## src/design/bpgc_pkg.sv

```systemverilog
`default_nettype none
package bpgc_pkg;

    // Field widths
    localparam int TIME_W   = 32;
    localparam int MS_CFG_W = 16;
    localparam int COUNT_W  = 8;
    localparam int COLOUR_W = 2;
    localparam int GROUP_W  = 2;

    // Configuration port
    localparam int CFG_IDX_W  = 3;
    localparam int CFG_DATA_W = 16;

    typedef enum logic [CFG_IDX_W-1:0] {
        REG_NOISE_MS         = 3'd0,
        REG_SHORT_MAX_MS     = 3'd1,
        REG_LONG_MAX_MS      = 3'd2,
        REG_REPEAT_WINDOW_MS = 3'd3,
        REG_SETTLE_MS        = 3'd4,
        REG_CALIB_REPEATS    = 3'd5
    } cfg_reg_t;

    // Register reset values
    localparam logic [MS_CFG_W-1:0] NOISE_MS_RST         = 16'd25;
    localparam logic [MS_CFG_W-1:0] SHORT_MAX_MS_RST     = 16'd1000;
    localparam logic [MS_CFG_W-1:0] LONG_MAX_MS_RST      = 16'd5000;
    localparam logic [MS_CFG_W-1:0] REPEAT_WINDOW_MS_RST = 16'd400;
    localparam logic [MS_CFG_W-1:0] SETTLE_MS_RST        = 16'd500;
    localparam logic [COUNT_W-1:0]  CALIB_REPEATS_RST    = 8'd10;

    localparam logic [COUNT_W-1:0] COUNT_MAX = {COUNT_W{1'b1}};

    // Hold colour codes
    localparam logic [COLOUR_W-1:0] COLOUR_NONE      = 2'd0;
    localparam logic [COLOUR_W-1:0] COLOUR_SHORT     = 2'd1;
    localparam logic [COLOUR_W-1:0] COLOUR_LONG      = 2'd2;
    localparam logic [COLOUR_W-1:0] COLOUR_VERY_LONG = 2'd3;

    // Group event codes
    localparam logic [GROUP_W-1:0] GROUP_NONE  = 2'd0;
    localparam logic [GROUP_W-1:0] GROUP_MODE  = 2'd1;
    localparam logic [GROUP_W-1:0] GROUP_CALIB = 2'd2;

endpackage
`default_nettype wire

```

## src/design/bpgc_if.sv

```systemverilog
`default_nettype none
interface bpgc_in_if;
    logic                          valid;
    logic                          ready;
    logic                          button_level;
    logic [bpgc_pkg::TIME_W-1:0]   now_ms;

    modport source (output valid, output button_level, output now_ms, input ready);
    modport sink   (input valid, input button_level, input now_ms, output ready);
endinterface

interface bpgc_out_if;
    logic                            valid;
    logic                            ready;
    logic [bpgc_pkg::COLOUR_W-1:0]   hold_colour;
    logic                            release_event;
    logic [bpgc_pkg::GROUP_W-1:0]    group_event;

    modport source (output valid, output hold_colour, output release_event,
                    output group_event, input ready);
    modport sink   (input valid, input hold_colour, input release_event,
                    input group_event, output ready);
endinterface
`default_nettype wire

```

## src/design/button_press_gesture_classifier_core.sv

```systemverilog
`default_nettype none
// Channel   Dir   Payload                                     Beat
// sample    in    button_level, now_ms                        valid && ready
// result    out   hold_colour, release_event, group_event     valid && ready
// cfg       in    cfg_index, cfg_wdata                        cfg_we
//
// The press state and the result register load at the edge that accepts the
// sample, so a new sample can enter every cycle unless the result stalls.
// Reset restores the register defaults and clears all press state.
// A stalled result holds in the result register; sample.ready drops only
// while that register is full and not being taken.
module button_press_gesture_classifier_core (
    input  wire logic                          clk,
    input  wire logic                          rst_n,
    input  wire logic                          cfg_we,
    input  wire logic [bpgc_pkg::CFG_IDX_W-1:0]  cfg_index,
    input  wire logic [bpgc_pkg::CFG_DATA_W-1:0] cfg_wdata,
    bpgc_in_if.sink                            sample,
    bpgc_out_if.source                         result
);
    import bpgc_pkg::*;

    // Configuration registers
    logic [MS_CFG_W-1:0] noise_reg;
    logic [MS_CFG_W-1:0] short_max_reg;
    logic [MS_CFG_W-1:0] long_max_reg;
    logic [MS_CFG_W-1:0] window_reg;
    logic [MS_CFG_W-1:0] settle_reg;
    logic [COUNT_W-1:0]  calib_reg;

    // Press state
    logic               pressed_reg,  pressed_next;
    logic               pending_reg,  pending_next;
    logic [COUNT_W-1:0] count_reg,    count_next;
    logic [TIME_W-1:0]  last_reg,     last_next;
    logic [TIME_W-1:0]  start_reg,    start_next;

    // Result register
    logic                out_valid_reg;
    logic [COLOUR_W-1:0] colour_reg, colour_next;
    logic                rel_reg,    rel_next;
    logic [GROUP_W-1:0]  group_reg,  group_next;

    logic              in_beat;
    logic [TIME_W-1:0] held_d;
    logic [TIME_W-1:0] since_short;
    logic [TIME_W-1:0] since_last;
    logic [TIME_W-1:0] noise_ext, short_ext, long_ext, window_ext, settle_ext;

    assign sample.ready = !out_valid_reg || result.ready;
    assign in_beat      = sample.valid && sample.ready;

    assign noise_ext  = TIME_W'(noise_reg);
    assign short_ext  = TIME_W'(short_max_reg);
    assign long_ext   = TIME_W'(long_max_reg);
    assign window_ext = TIME_W'(window_reg);
    assign settle_ext = TIME_W'(settle_reg);

    // Take configuration writes
    always_ff @(posedge clk or negedge rst_n)
    begin
        if (!rst_n)
        begin
            noise_reg     <= NOISE_MS_RST;
            short_max_reg <= SHORT_MAX_MS_RST;
            long_max_reg  <= LONG_MAX_MS_RST;
            window_reg    <= REPEAT_WINDOW_MS_RST;
            settle_reg    <= SETTLE_MS_RST;
            calib_reg     <= CALIB_REPEATS_RST;
        end
        else if (cfg_we)
        begin
            case (cfg_index)
                REG_NOISE_MS:         noise_reg     <= cfg_wdata;
                REG_SHORT_MAX_MS:     short_max_reg <= cfg_wdata;
                REG_LONG_MAX_MS:      long_max_reg  <= cfg_wdata;
                REG_REPEAT_WINDOW_MS: window_reg    <= cfg_wdata;
                REG_SETTLE_MS:        settle_reg    <= cfg_wdata;
                REG_CALIB_REPEATS:    calib_reg     <= cfg_wdata[COUNT_W-1:0];
                default:              ;
            endcase
        end
    end

    // Classify one sample
    always_comb
    begin
        pressed_next = pressed_reg;
        pending_next = pending_reg;
        count_next   = count_reg;
        last_next    = last_reg;
        start_next   = start_reg;
        colour_next  = COLOUR_NONE;
        rel_next     = 1'b0;
        group_next   = GROUP_NONE;

        // held time is zero on the first pressed sample
        held_d      = (sample.button_level && !pressed_reg) ? '0
                                                            : sample.now_ms - start_reg;
        since_short = sample.now_ms - last_reg;

        if (sample.button_level)
        begin
            if (!pressed_reg)
            begin
                pressed_next = 1'b1;
                start_next   = sample.now_ms;
            end
            // highest matching range wins
            if (held_d > long_ext)
                colour_next = COLOUR_VERY_LONG;
            else if (held_d > short_ext && held_d < long_ext)
                colour_next = COLOUR_LONG;
            else if (held_d > noise_ext && held_d < short_ext)
                colour_next = COLOUR_SHORT;
        end
        else if (pressed_reg)
        begin
            pressed_next = 1'b0;
            if (held_d > noise_ext)
            begin
                if (held_d < short_ext)
                begin
                    if (since_short < window_ext)
                    begin
                        if (count_reg != COUNT_MAX)
                            count_next = count_reg + COUNT_W'(1);
                    end
                    else
                        count_next = '0;
                    pending_next = 1'b1;
                    last_next    = sample.now_ms;
                end
                else if (held_d < long_ext)
                    rel_next = 1'b1;
            end
        end

        // resolve a settled group after the button handling
        since_last = sample.now_ms - last_next;
        if (pending_next && since_last > settle_ext)
        begin
            group_next   = (count_next >= calib_reg) ? GROUP_CALIB : GROUP_MODE;
            pending_next = 1'b0;
        end
    end

    // Advance press state on each accepted beat
    always_ff @(posedge clk or negedge rst_n)
    begin
        if (!rst_n)
        begin
            pressed_reg <= 1'b0;
            pending_reg <= 1'b0;
            count_reg   <= '0;
            last_reg    <= '0;
            start_reg   <= '0;
        end
        else if (in_beat)
        begin
            pressed_reg <= pressed_next;
            pending_reg <= pending_next;
            count_reg   <= count_next;
            last_reg    <= last_next;
            start_reg   <= start_next;
        end
    end

    // Hold the result until the sink takes it
    always_ff @(posedge clk or negedge rst_n)
    begin
        if (!rst_n)
            out_valid_reg <= 1'b0;
        else if (in_beat)
            out_valid_reg <= 1'b1;
        else if (result.ready)
            out_valid_reg <= 1'b0;
    end

    always_ff @(posedge clk)
    begin
        if (in_beat)
        begin
            colour_reg <= colour_next;
            rel_reg    <= rel_next;
            group_reg  <= group_next;
        end
    end

    assign result.valid         = out_valid_reg;
    assign result.hold_colour   = colour_reg;
    assign result.release_event = rel_reg;
    assign result.group_event   = group_reg;

    // A resolved group leaves nothing pending
    a_group_clears_pending: assert property (@(posedge clk) disable iff (!rst_n)
        out_valid_reg && group_reg != GROUP_NONE |-> !pending_reg)
        else $error("group event shown while a press is still pending");

    // A release event comes from a sample with the button up
    a_release_not_held: assert property (@(posedge clk) disable iff (!rst_n)
        out_valid_reg && rel_reg |-> colour_reg == COLOUR_NONE && !pressed_reg)
        else $error("release event with button still held");

    // A hold colour means the button is still down
    a_colour_pressed: assert property (@(posedge clk) disable iff (!rst_n)
        out_valid_reg && colour_reg != COLOUR_NONE |-> pressed_reg)
        else $error("hold colour without a press in progress");

    // A pressed sample leaves the press flag set
    a_press_tracks: assert property (@(posedge clk) disable iff (!rst_n)
        in_beat && sample.button_level |=> pressed_reg)
        else $error("press flag not set after a pressed sample");

    // No group code beyond calibration
    a_group_code: assert property (@(posedge clk) disable iff (!rst_n)
        out_valid_reg |-> group_reg == GROUP_NONE || group_reg == GROUP_MODE
                          || group_reg == GROUP_CALIB)
        else $error("undefined group event code");

endmodule
`default_nettype wire
```

## src/flat_wrapper.sv

```systemverilog
// flat-port wrapper written by rule: the top's interface ports become plain ports
module button_press_gesture_classifier_core_flat import bpgc_pkg::*;
  (clk, rst_n, cfg_we, cfg_index, cfg_wdata, sample_valid, sample_button_level, sample_now_ms, sample_ready, result_valid, result_hold_colour, result_release_event, result_group_event, result_ready);
  bpgc_in_if sample_i ();
  bpgc_out_if result_i ();
  input  wire logic clk;
  input  wire logic rst_n;
  input  wire logic cfg_we;
  input  wire logic [bpgc_pkg::CFG_IDX_W-1:0] cfg_index;
  input  wire logic [bpgc_pkg::CFG_DATA_W-1:0] cfg_wdata;
  input wire logic [$bits(sample_i.valid)-1:0] sample_valid;
  input wire logic [$bits(sample_i.button_level)-1:0] sample_button_level;
  input wire logic [$bits(sample_i.now_ms)-1:0] sample_now_ms;
  output wire logic [$bits(sample_i.ready)-1:0] sample_ready;
  output wire logic [$bits(result_i.valid)-1:0] result_valid;
  output wire logic [$bits(result_i.hold_colour)-1:0] result_hold_colour;
  output wire logic [$bits(result_i.release_event)-1:0] result_release_event;
  output wire logic [$bits(result_i.group_event)-1:0] result_group_event;
  input wire logic [$bits(result_i.ready)-1:0] result_ready;
  assign sample_i.valid = sample_valid;
  assign sample_i.button_level = sample_button_level;
  assign sample_i.now_ms = sample_now_ms;
  assign sample_ready = sample_i.ready;
  assign result_valid = result_i.valid;
  assign result_hold_colour = result_i.hold_colour;
  assign result_release_event = result_i.release_event;
  assign result_group_event = result_i.group_event;
  assign result_i.ready = result_ready;
  button_press_gesture_classifier_core u_core (.clk(clk), .rst_n(rst_n), .cfg_we(cfg_we), .cfg_index(cfg_index), .cfg_wdata(cfg_wdata), .sample(sample_i), .result(result_i));
endmodule
```

## config.mk

```make
export PLATFORM = sky130hd
export DESIGN_NAME = button_press_gesture_classifier_core_flat
export DESIGN_NICKNAME = d
export VERILOG_FILES = /design/src/design/bpgc_pkg.sv /design/src/design/bpgc_if.sv /design/src/design/button_press_gesture_classifier_core.sv /design/src/flat_wrapper.sv
export SDC_FILE = /design/constraint.sdc
export NUM_CORES = 1
export LEC_CHECK = 0
export ABC_AREA = 1
export BUFFER_PORTS_ARGS = -buffer_cell sky130_fd_sc_hd__buf_4
export CELL_PAD_IN_SITES_DETAIL_PLACEMENT = 0
export CELL_PAD_IN_SITES_GLOBAL_PLACEMENT = 1
export CORE_MARGIN = 2
export CORE_UTILIZATION = 35
export CTS_CLUSTER_SIZE = 10
export DETAILED_ROUTE_END_ITERATION = 7
export PLACE_DENSITY_LB_ADDON = 0.1
export SYNTH_ARGS = -nofsm -noshare
export SYNTH_HDL_FRONTEND = slang
export SYNTH_SLANG_ARGS = --single-unit
export TNS_END_PERCENT = 50
```

## constraint.sdc

```tcl
create_clock -name clk -period 9.1 [get_ports clk]
set_input_delay 0.91 -clock clk [delete_from_list [all_inputs] [get_ports clk]]
set_output_delay 0.91 -clock clk [all_outputs]
set_load 0.005 [all_outputs]
```

==> flow_summary.yaml, run 1 <==
sta:
  final.min_clock_period_ns: 8.16
  fin_skew_ns: 0.0135
  hold_viol_final: 0
  rsz0062_at_grt: "false"
  finalSetupTns_ns: 0
  min_period_over_period_pct: 89.6
  clock.fmax_mhz: 123
  setup_viol: 0
  setup_slack_ns: 0.945
  slew_headroom_pct: 21.8
  drv_slew: 0
  whs_ns: 0.361
  worstMarginPinSlew_ns: 1.17
clock_tree:
  ctsHoldBuffers: 0
  cts_buffer_depth: 2
  clkSinkCount: 168
  cts_resized: 0
  clk_latency_ns: 0.47
  numCtsBuffers: 17
  postCtsSetupBuffers: 0
  cts_tree: "built"
  cts.htree.levels: 4
  root_buffer: "clkbuf_16"
  clkTransAtPathRegs_ns: 0.08
global_route:
  grt_use_total_pct: 24.4
  grt_max_degree: 66
  grt_pass1_wl_microns: 88100
  grt_pass1_vias: 15026
  antenna_found_initial: 0
  grt_overflow: 0
synthesis:
  avgSynthCellArea_sq_um: 6.53
  yosys_most_used_dff: "dfrtp_1"
  synthArstFlopShare_pct: 97.0
  synth_edf_count: 5
  ys_ff_latch: 168
  syn_inst: 2465
  ys_types: 51
  yosys_warnings: 0
  synth_fp_nets: 2705
  synth-seq-area-share_pct: 26.5
  netlist_area_sq_um: 16100
pwr:
  p_sw_share_pct: 43.2
  peakVddDrop_mv: 0.142
  fin_total_pwr_w: 0.00305
  switchingPower_w: 0.00132
  seq_power_share_pct: 31.6
  p_comb_share_pct: 43.5
  leakagePower_nw: 9.88
  internal-power_w: 0.00173
  p_per_area_nw_per_um2: 172
  power_frac_clock_pct: 25.0
worst_setup_path:
  end_kind: "flip-flop"
  cp-startpoint: "sample_now_ms[3]"
  r2r-start: "u_core.start_reg[6]$_DFFE_PN0P_"
  crit_fanout: 26
  rrSetupSlack_ns: 1.06
  critPathMaxStageDelay_ns: 0.52
  cp_slowest_cell: "o21ai_0"
  start_kind: "primary input"
  arrival_ns: 8.37
  r2r_cells: 45
  critPathCapture: "u_core.result.group_event[1]$_SDFFCE_PN0P_"
  worstSetupPathType: "primary input to flip-flop"
  required_ns: 9.32
  r2r_end: "u_core.result.group_event[1]$_SDFFCE_PN0P_"
  crit_top_cell: "nand2_1"
drt:
  totalWireLength_microns: 56700
  drc: 0
  firstDrtPassIters: 5
  vias: 15607
  drt-vias-per-instance: 4.99
  wire_per_inst_microns: 18.1
  detail-route-antenna-nets: 0
  drtIter0Drc: 1013
die:
  initial_core_util_pct: 35.4
  fp.coreArea_sq_um: 45400
  ios: 64
  die_x_microns: 218
  die_h_microns: 218
  die_area_sq_um: 47700
  rows: 78
placement:
  port_buffers: 63
  pre_cts_ws_ns: 0.595
  gp_congestion: 0.943
  detailedPlacementHpwl_microns: 47000
finish:
  syn_to_final_growth_pct: 10.3
  final.fill_count: 4959
  nets: 2754
  drive_gt1_share_pct: 8.31
job:
  drv_cap: 0
run_status:
  status: "completed"
hold_path:
  hold_path_class: "primary input to async pin"
power groups by stage:
stage	clock (W)	sequential, W	combinational [W]
after detailed placement	0	0.000974	0.00132
final	0.000761	0.000961	0.00132
after CTS	0.000785	0.000961	0.00133
after global routing	0.000812	0.000976	0.00153
after global placement	0	0.000973	0.00131
after floorplan	0	0.000946	0.000933
worst max-delay path: cells and delay by family:
kind | cells | cell delay, ns
XOR/XNOR | 1 | 0.24
AO/OA/AOI/OAI | 7 | 1.66
adder cells (fa/ha/maj) | 4 | 1.39
AND/OR/NAND/NOR | 26 | 3.30
buffers and inverters | 7 | 0.84
per-layer routing:
layer | part of all wire, % | vias up | global-route usage [%] | routed length (microns)
met5 | 0 | - | 0 | 0
met3 | 3.8 | 46 | 2.83 | 2130
met2 | 46 | 312 | 40.1 | 26000
li1 | - | 8001 | - | -
met1 | 48 | 7248 | 33.7 | 27300
met4 | 2.2 | 0 | 6.51 | 1240
cell type report:
class	count	area, sq um	area share, %
Antenna cell	1	2.50	0.0141
Clock buffer	18	429	2.42
Clock inverter	14	156	0.882
Inverter	475	1790	10.1
Multi-Input combinational cell	1781	9820	55.3
Sequential cell	168	4260	24.0
Tap cell	600	751	4.23
Timing Repair Buffer	71	537	3.03
cells by family after synthesis:
kind of cell / after synthesis / synth area share, %
xor+xnor: 46 / 2.50
buf+inv: 516 / 12.5
fa+ha+maj: 183 / 14.4
compound gates: 456 / 15.5
flops: 168 / 26.5
simple gates: 1095 / 28.6
mux: 1 / 0.0700
synth_stat cells (15+ instances only):
cell	n	share of area [%]
nand2_1	689	16
inv_1	458	11
o21ai_0	225	7.0
ha_1	180	14
nor2_1	163	3.8
a21oi_1	142	4.4
dfrtp_1	138	21
nand3_1	111	3.5
nand4_1	48	1.9
xor2_1	30	1.6
nor3_1	27	0.84
clkbuf_1	26	0.61
dfstp_2	25	4.1
nand2_2	23	0.89
o21ai_2	20	1.1
o21ai_1	16	0.50
xnor2_1	16	0.87
inv_2	15	0.35
stage by stage:
stage / instance area [sq um] / util, % / std cells
after detailed placement: 17200 / 37.8 / 3095
after CTS: 17700 / 39.1 / 3127
after floorplan: 16100 / - / 2465
after global placement: 17200 / 37.8 / 3095
final: 17700 / 39.1 / 3128
after global routing: 17700 / 39.1 / 3127
worst min path at each step:
stage / endpoint / from / depth (start not counted) / slack [ns]
after floorplan: u_core.window_reg[0]$_DFFE_PN0P_ / u_core.window_reg[0]$_DFFE_PN0P_ / 2 / 0.45
after global placement: u_core.settle_reg[9]$_DFFE_PN0P_ / u_core.settle_reg[9]$_DFFE_PN0P_ / 2 / 0.47
after detailed placement: u_core.long_max_reg[5]$_DFFE_PN0P_ / u_core.long_max_reg[5]$_DFFE_PN0P_ / 2 / 0.47
after CTS: u_core.last_reg[27]$_DFFE_PN0P_ / rst_n / 1 / 0.37
after global routing: u_core.last_reg[27]$_DFFE_PN0P_ / rst_n / 1 / 0.38
final: u_core.last_reg[27]$_DFFE_PN0P_ / rst_n / 1 / 0.36
layout by cell type, fill, tap and decap left out, drive strengths merged, types with 18 or more instances in the layout:
cell type,synthesis,routed
o21ai,261,261
nand3,117,117
nand4,48,48
nor3,27,27
buf,15,71
nor2,175,175
ha,180,180
nand2,712,712
inv,474,482
dfrtp,138,138
a21oi,143,143
xor2,30,30
clkbuf,26,18
dfstp,25,25
Note: power is estimated with default switching activity, not from simulation.
==> inputs of run 2 (changes only) <==
==> constraint.sdc (replaced) <==
create_clock -name clk -period 9.1 [get_ports clk]
set_input_delay 0.455 -clock clk [delete_from_list [all_inputs] [get_ports clk]]
set_output_delay 0.455 -clock clk [all_outputs]
set_load 0.005 [all_outputs]
==> flow_summary.yaml, run 2 (synthesized netlist as in run 1, its figures left out) <==
sta:
  finalSetupTns_ns: 0
  setup_viol: 0
  rsz0062_at_grt: "false"
  min_period_over_period_pct: 90.5
  fin_skew_ns: 0.0136
  clock.fmax_mhz: 121
  drv_slew: 0
  slew_headroom_pct: 26.9
  whs_ns: 0.248
  final.min_clock_period_ns: 8.24
  worstMarginPinSlew_ns: 1.09
  hold_viol_final: 0
clock_tree:
  clk_latency_ns: 0.47
  root_buffer: "clkbuf_16"
  cts.htree.levels: 4
  cts_tree: "built"
  clkSinkCount: 168
  cts_buffer_depth: 2
  clkTransAtPathRegs_ns: 0.08
  numCtsBuffers: 17
die:
  die_x_microns: 218
  die_area_sq_um: 47700
  die_h_microns: 218
  rows: 78
  initial_core_util_pct: 35.4
  ios: 64
  fp.coreArea_sq_um: 45400
worst_setup_path:
  crit_buf_inv: 4
  cp_slowest_cell: "o21ai_0"
  crit_family: "simple AND/OR/NAND/NOR gates"
  critPathMaxStageDelay_ns: 0.51
  crit_fanout: 24
  worstSetupPathType: "flip-flop to flip-flop"
  required_ns: 9.33
  end_kind: "flip-flop"
  arrival_ns: 8.46
  crit_top_cell: "nand2_1"
  start_kind: "flip-flop"
finish:
  final_common_cell: "nand2_1"
  fin_area_sq_um: 17800
  final.fill_count: 5004
  nets: 2754
  multi_input_area_sq_um: 9820
  syn_to_final_growth_pct: 10.4
  diodes: 0
  regArea_sq_um: 4260
  drive_gt1_share_pct: 8.31
  layout_common_cells: "nand2_1 (688), inv_1 (458), o21ai_0 (225), ha_1 (180), nor2_1 (163)"
drt:
  drtIter0Drc: 1216
  drt-vias-per-instance: 5.02
  totalWireLength_microns: 57000
  vias: 15709
  firstDrtPassIters: 5
  drc: 0
  wire_per_inst_microns: 18.2
  detail-route-antenna-nets: 0
global_route:
  grt_pass1_wl_microns: 88400
  grt_pass1_vias: 15205
  grt_max_degree: 73
  antenna_found_initial: 0
  grt_use_total_pct: 24.5
  grt_overflow: 0
placement:
  detailedPlacementHpwl_microns: 47500
  gp_congestion: 0.950
  port_buffers: 63
  dpl-instance-area_sq_um: 17100
run_status:
  status: "completed"
hold_path:
  hold_path_class: "primary input to flip-flop"
pwr:
  leakagePower_nw: 9.88
  peakVddDrop_mv: 0.124
  p_per_area_nw_per_um2: 172
job:
  drv_cap: 0
-- run 2: cell types whose count changed in the layout (fill, tap and decap cells not counted) --
cell           previous run  this run
dlygate4sd3_1             0         1
clkinv_2                  2         0
buf_4                    70        69
clkinv_4                  1         3
inv_6                     6         0
clkinvlp_4                0         3
diode_2                   1         0
clkinv_8                  2         4
inv_8                     2         4
clkbuf_1                  1         0
-- run 2: report_power, final --
part | leakage [nW] | switching, W | internal (W)
combinational | 7.66 | 0.000865 | 0.000457
clock | 0.288 | 0.000385 | 0.000394
sequential | 1.93 | 0.0000800 | 0.000884
total | 9.88 | 0.00133 | 0.00173
-- run 2: path summary, 6_finish.rpt --
kind | startpoint | to | slack, ns | cells past startpoint
setup / recovery | u_core.start_reg[3]$_DFFE_PN0P_ | u_core.result.group_event[1]$_SDFFCE_PN0P_ | 0.86 | 43
hold / removal | sample_now_ms[23] | u_core.last_reg[23]$_DFFE_PN0P_ | 0.25 | 3
setup reg to reg | u_core.start_reg[3]$_DFFE_PN0P_ | u_core.result.group_event[1]$_SDFFCE_PN0P_ | 0.86 | 43
hold reg to reg | u_core.noise_reg[7]$_DFFE_PN0P_ | u_core.noise_reg[7]$_DFFE_PN0P_ | 0.49 | 2
max in group asynchronous | rst_n | u_core.last_reg[0]$_DFFE_PN0P_ | 7.42 | 3
min in group asynchronous | rst_n | u_core.last_reg[24]$_DFFE_PN0P_ | 0.42 | 2
-- run 2: tightest hold or removal path: stages --
cell	delay, ns
buf_4	0.13
nand2_2	0.06
o21ai_2	0.04
-- run 2: layout make-up --
class,instances,area share [%]
Clock buffer,17,2.39
Timing Repair Buffer,71,3.04
Tap cell,600,4.23
Multi-Input combinational cell,1781,55.3
Inverter,475,10.0
Clock inverter,15,1.06
Sequential cell,168,24.0
-- run 2: stage by stage --
| stage | instances | utilization (%) | total power (W) | setup slack (ns) |
|---|---|---|---|---|
| after floorplan | 2465 | - | 0.00188 | 2.60 |
| after global placement | 3094 | 37.8 | 0.00228 | 0.890 |
| after detailed placement | 3094 | 37.8 | 0.00229 | 0.768 |
| after CTS | 3127 | 39.2 | 0.00309 | 0.925 |
| after global routing | 3127 | 39.2 | 0.00334 | 0.0760 |
| final | 3127 | 39.2 | 0.00306 | 0.864 |
-- run 2: repair_timing --
item                      4_1_cts  5_1_grt
hold endpoints to repair       29        0
hold buffers                    1        0
buffers inserted                0        0
resized for setup               0        0
-- run 2: routing by layer --
metal	up-vias	track usage [%]	part of all wire (%)
met5	-	0	0
met4	0	6.89	2.6
met3	64	4.57	5.2
met2	384	40.4	46
met1	7252	32.6	47
li1	8009	-	-
==> inputs of run 3 (changes only) <==
CORE_UTILIZATION = 25   (was 35)
SETUP_SLACK_MARGIN = 0.5   (was unset)
==> flow_summary.yaml, run 3 (synthesized netlist as in run 1, its figures left out) <==
sta:
  hold_viol_final: 0
  fin_skew_ns: 0.0266
  finalSetupTns_ns: 0
  rsz0062_at_grt: "false"
  slew_headroom_pct: 27.4
  clock.fmax_mhz: 129
  setup_viol: 0
  final.min_clock_period_ns: 7.75
  worstMarginPinSlew_ns: 1.09
  drv_slew: 0
  min_period_over_period_pct: 85.2
worst_setup_path:
  crit_top_cell: "nand2_1"
  crit_fanout: 44
  cp_slowest_cell: "a21oi_1"
  arrival_ns: 8.00
  start_kind: "flip-flop"
  end_kind: "flip-flop"
  required_ns: 9.34
  r2r_cells: 46
  worstSetupPathType: "flip-flop to flip-flop"
  critPathMaxStageDelay_ns: 0.49
finish:
  drive_gt1_share_pct: 8.69
  syn_to_final_growth_pct: 12.8
  fin_cells: 3378
  final_common_cell: "nand2_1"
  diodes: 0
  layout_common_cells: "nand2_1 (687), inv_1 (458), o21ai_0 (224), ha_1 (180), nor2_1 (163)"
  final.fill_count: 7274
  nets: 2759
die:
  initial_core_util_pct: 25.4
  fp.coreArea_sq_um: 63300
  ios: 64
  die_x_microns: 258
  rows: 92
  die_area_sq_um: 66400
  die_h_microns: 258
hold_path:
  hold-path-cell-count: 4
  hold_path_class: "primary input to flip-flop"
drt:
  drtIter0Drc: 940
  totalWireLength_microns: 62200
  drt-vias-per-instance: 4.58
  vias: 15487
  wire_per_inst_microns: 18.4
  firstDrtPassIters: 5
  detail-route-antenna-nets: 0
  drc: 0
clock_tree:
  clk_latency_ns: 0.49
  cts.htree.levels: 4
  numCtsBuffers: 17
  cts_buffer_depth: 2
  root_buffer: "clkbuf_16"
  clkTransAtPathRegs_ns: 0.09
  clkSinkCount: 168
  cts_tree: "built"
placement:
  detailedPlacementHpwl_microns: 51600
  port_buffers: 63
  gp_congestion: 0.873
  dp.cells: 3341
pwr:
  p_per_area_nw_per_um2: 172
  leakagePower_nw: 9.92
  peakVddDrop_mv: 0.139
global_route:
  grt_max_degree: 77
  grt_pass1_wl_microns: 94700
  grt_pass1_vias: 15455
  grt_use_total_pct: 18.9
  antenna_found_initial: 0
  grt_overflow: 0
run_status:
  status: "completed"
job:
  drv_cap: 0
## run 3: changes by cell type in the layout (fill, tap and decap cells not counted), moves of 2 or more
cell,before,now
inv_6,0,2
inv_8,4,7
a21oi_2,1,3
clkinv_8,4,1
buf_4,69,72
a21oi_1,142,140
clkinvlp_4,3,0
## run 3: final cells by class
type	instances	area (sq um)	share of cell area, %
clock inverter	14	169	0.931
sequential	168	4260	23.5
inverter	475	1790	9.84
clock buffer	18	439	2.42
tap	846	1060	5.84
multi-input combinational	1782	9850	54.3
timing repair buffer	75	573	3.16
## run 3: worst paths after layout
kind / start / end / slack [ns]
hold / removal: result_ready / u_core.result.valid$_DFFE_PN0P_ / 0.24
max in group asynchronous: rst_n / u_core.short_max_reg[10]$_DFFE_PN0P_ / 7.33
setup / recovery: u_core.start_reg[5]$_DFFE_PN0P_ / u_core.result.group_event[1]$_SDFFCE_PN0P_ / 1.35
setup reg to reg: u_core.start_reg[5]$_DFFE_PN0P_ / u_core.result.group_event[1]$_SDFFCE_PN0P_ / 1.35
min in group asynchronous: rst_n / u_core.start_reg[25]$_DFFE_PN0P_ / 0.42
hold reg to reg: u_core.long_max_reg[11]$_DFFE_PN0P_ / u_core.long_max_reg[11]$_DFFE_PN0P_ / 0.49
## run 3: repair_timing
action / 4_1_cts / 5_1_grt
setup endpoints to repair: 0 / 3
hold buffers: 1 / 0
endpoints found under the hold margin: 29 / 0
gates resized for setup: 0 / 8
buffers inserted: 0 / 3
## run 3: per-layer routing
metal | wire (microns) | track usage [%] | vias to the layer above
met5 | 0 | 0 | -
met4 | 1130 | 4.40 | 0
met3 | 2080 | 2.48 | 46
met2 | 28200 | 30.7 | 257
met1 | 30800 | 26.6 | 7172
li1 | - | - | 8012
## run 3: power breakdown
| part | switching (W) | leakage (nW) | internal (W) |
|---|---|---|---|
| combinational | 0.000901 | 7.68 | 0.000459 |
| sequential | 0.0000754 | 1.93 | 0.000883 |
| clock | 0.000397 | 0.301 | 0.000403 |
| total | 0.00137 | 9.92 | 0.00175 |
## run 3: worst max-delay path, delay by kind of cell, from the launching register on
family	cells	cell delay, ns
and+or+nand+nor	27	3.50
xor gates and xnor gates	1	0.14
AOI/OAI and AO/OA	7	1.47
adders and majority gates	4	1.31
buffers and inverters	7	0.68
DFF	1	0.41
## run 3: through the flow
step           instance area, sq um  util, %  setup WS, ns  power (W)  hold WS [ns]
2_1_floorplan                 16100        -          2.60    0.00188         0.159
3_3_place_gp                  17500     27.6         0.923    0.00233         0.373
3_5_place_dp                  17500     27.6         0.757    0.00233         0.378
4_1_cts                       18100     28.6         0.888    0.00316         0.200
5_1_grt                       18100     28.7         0.512    0.00341         0.222
6_report                      18100     28.7          1.35    0.00312         0.237
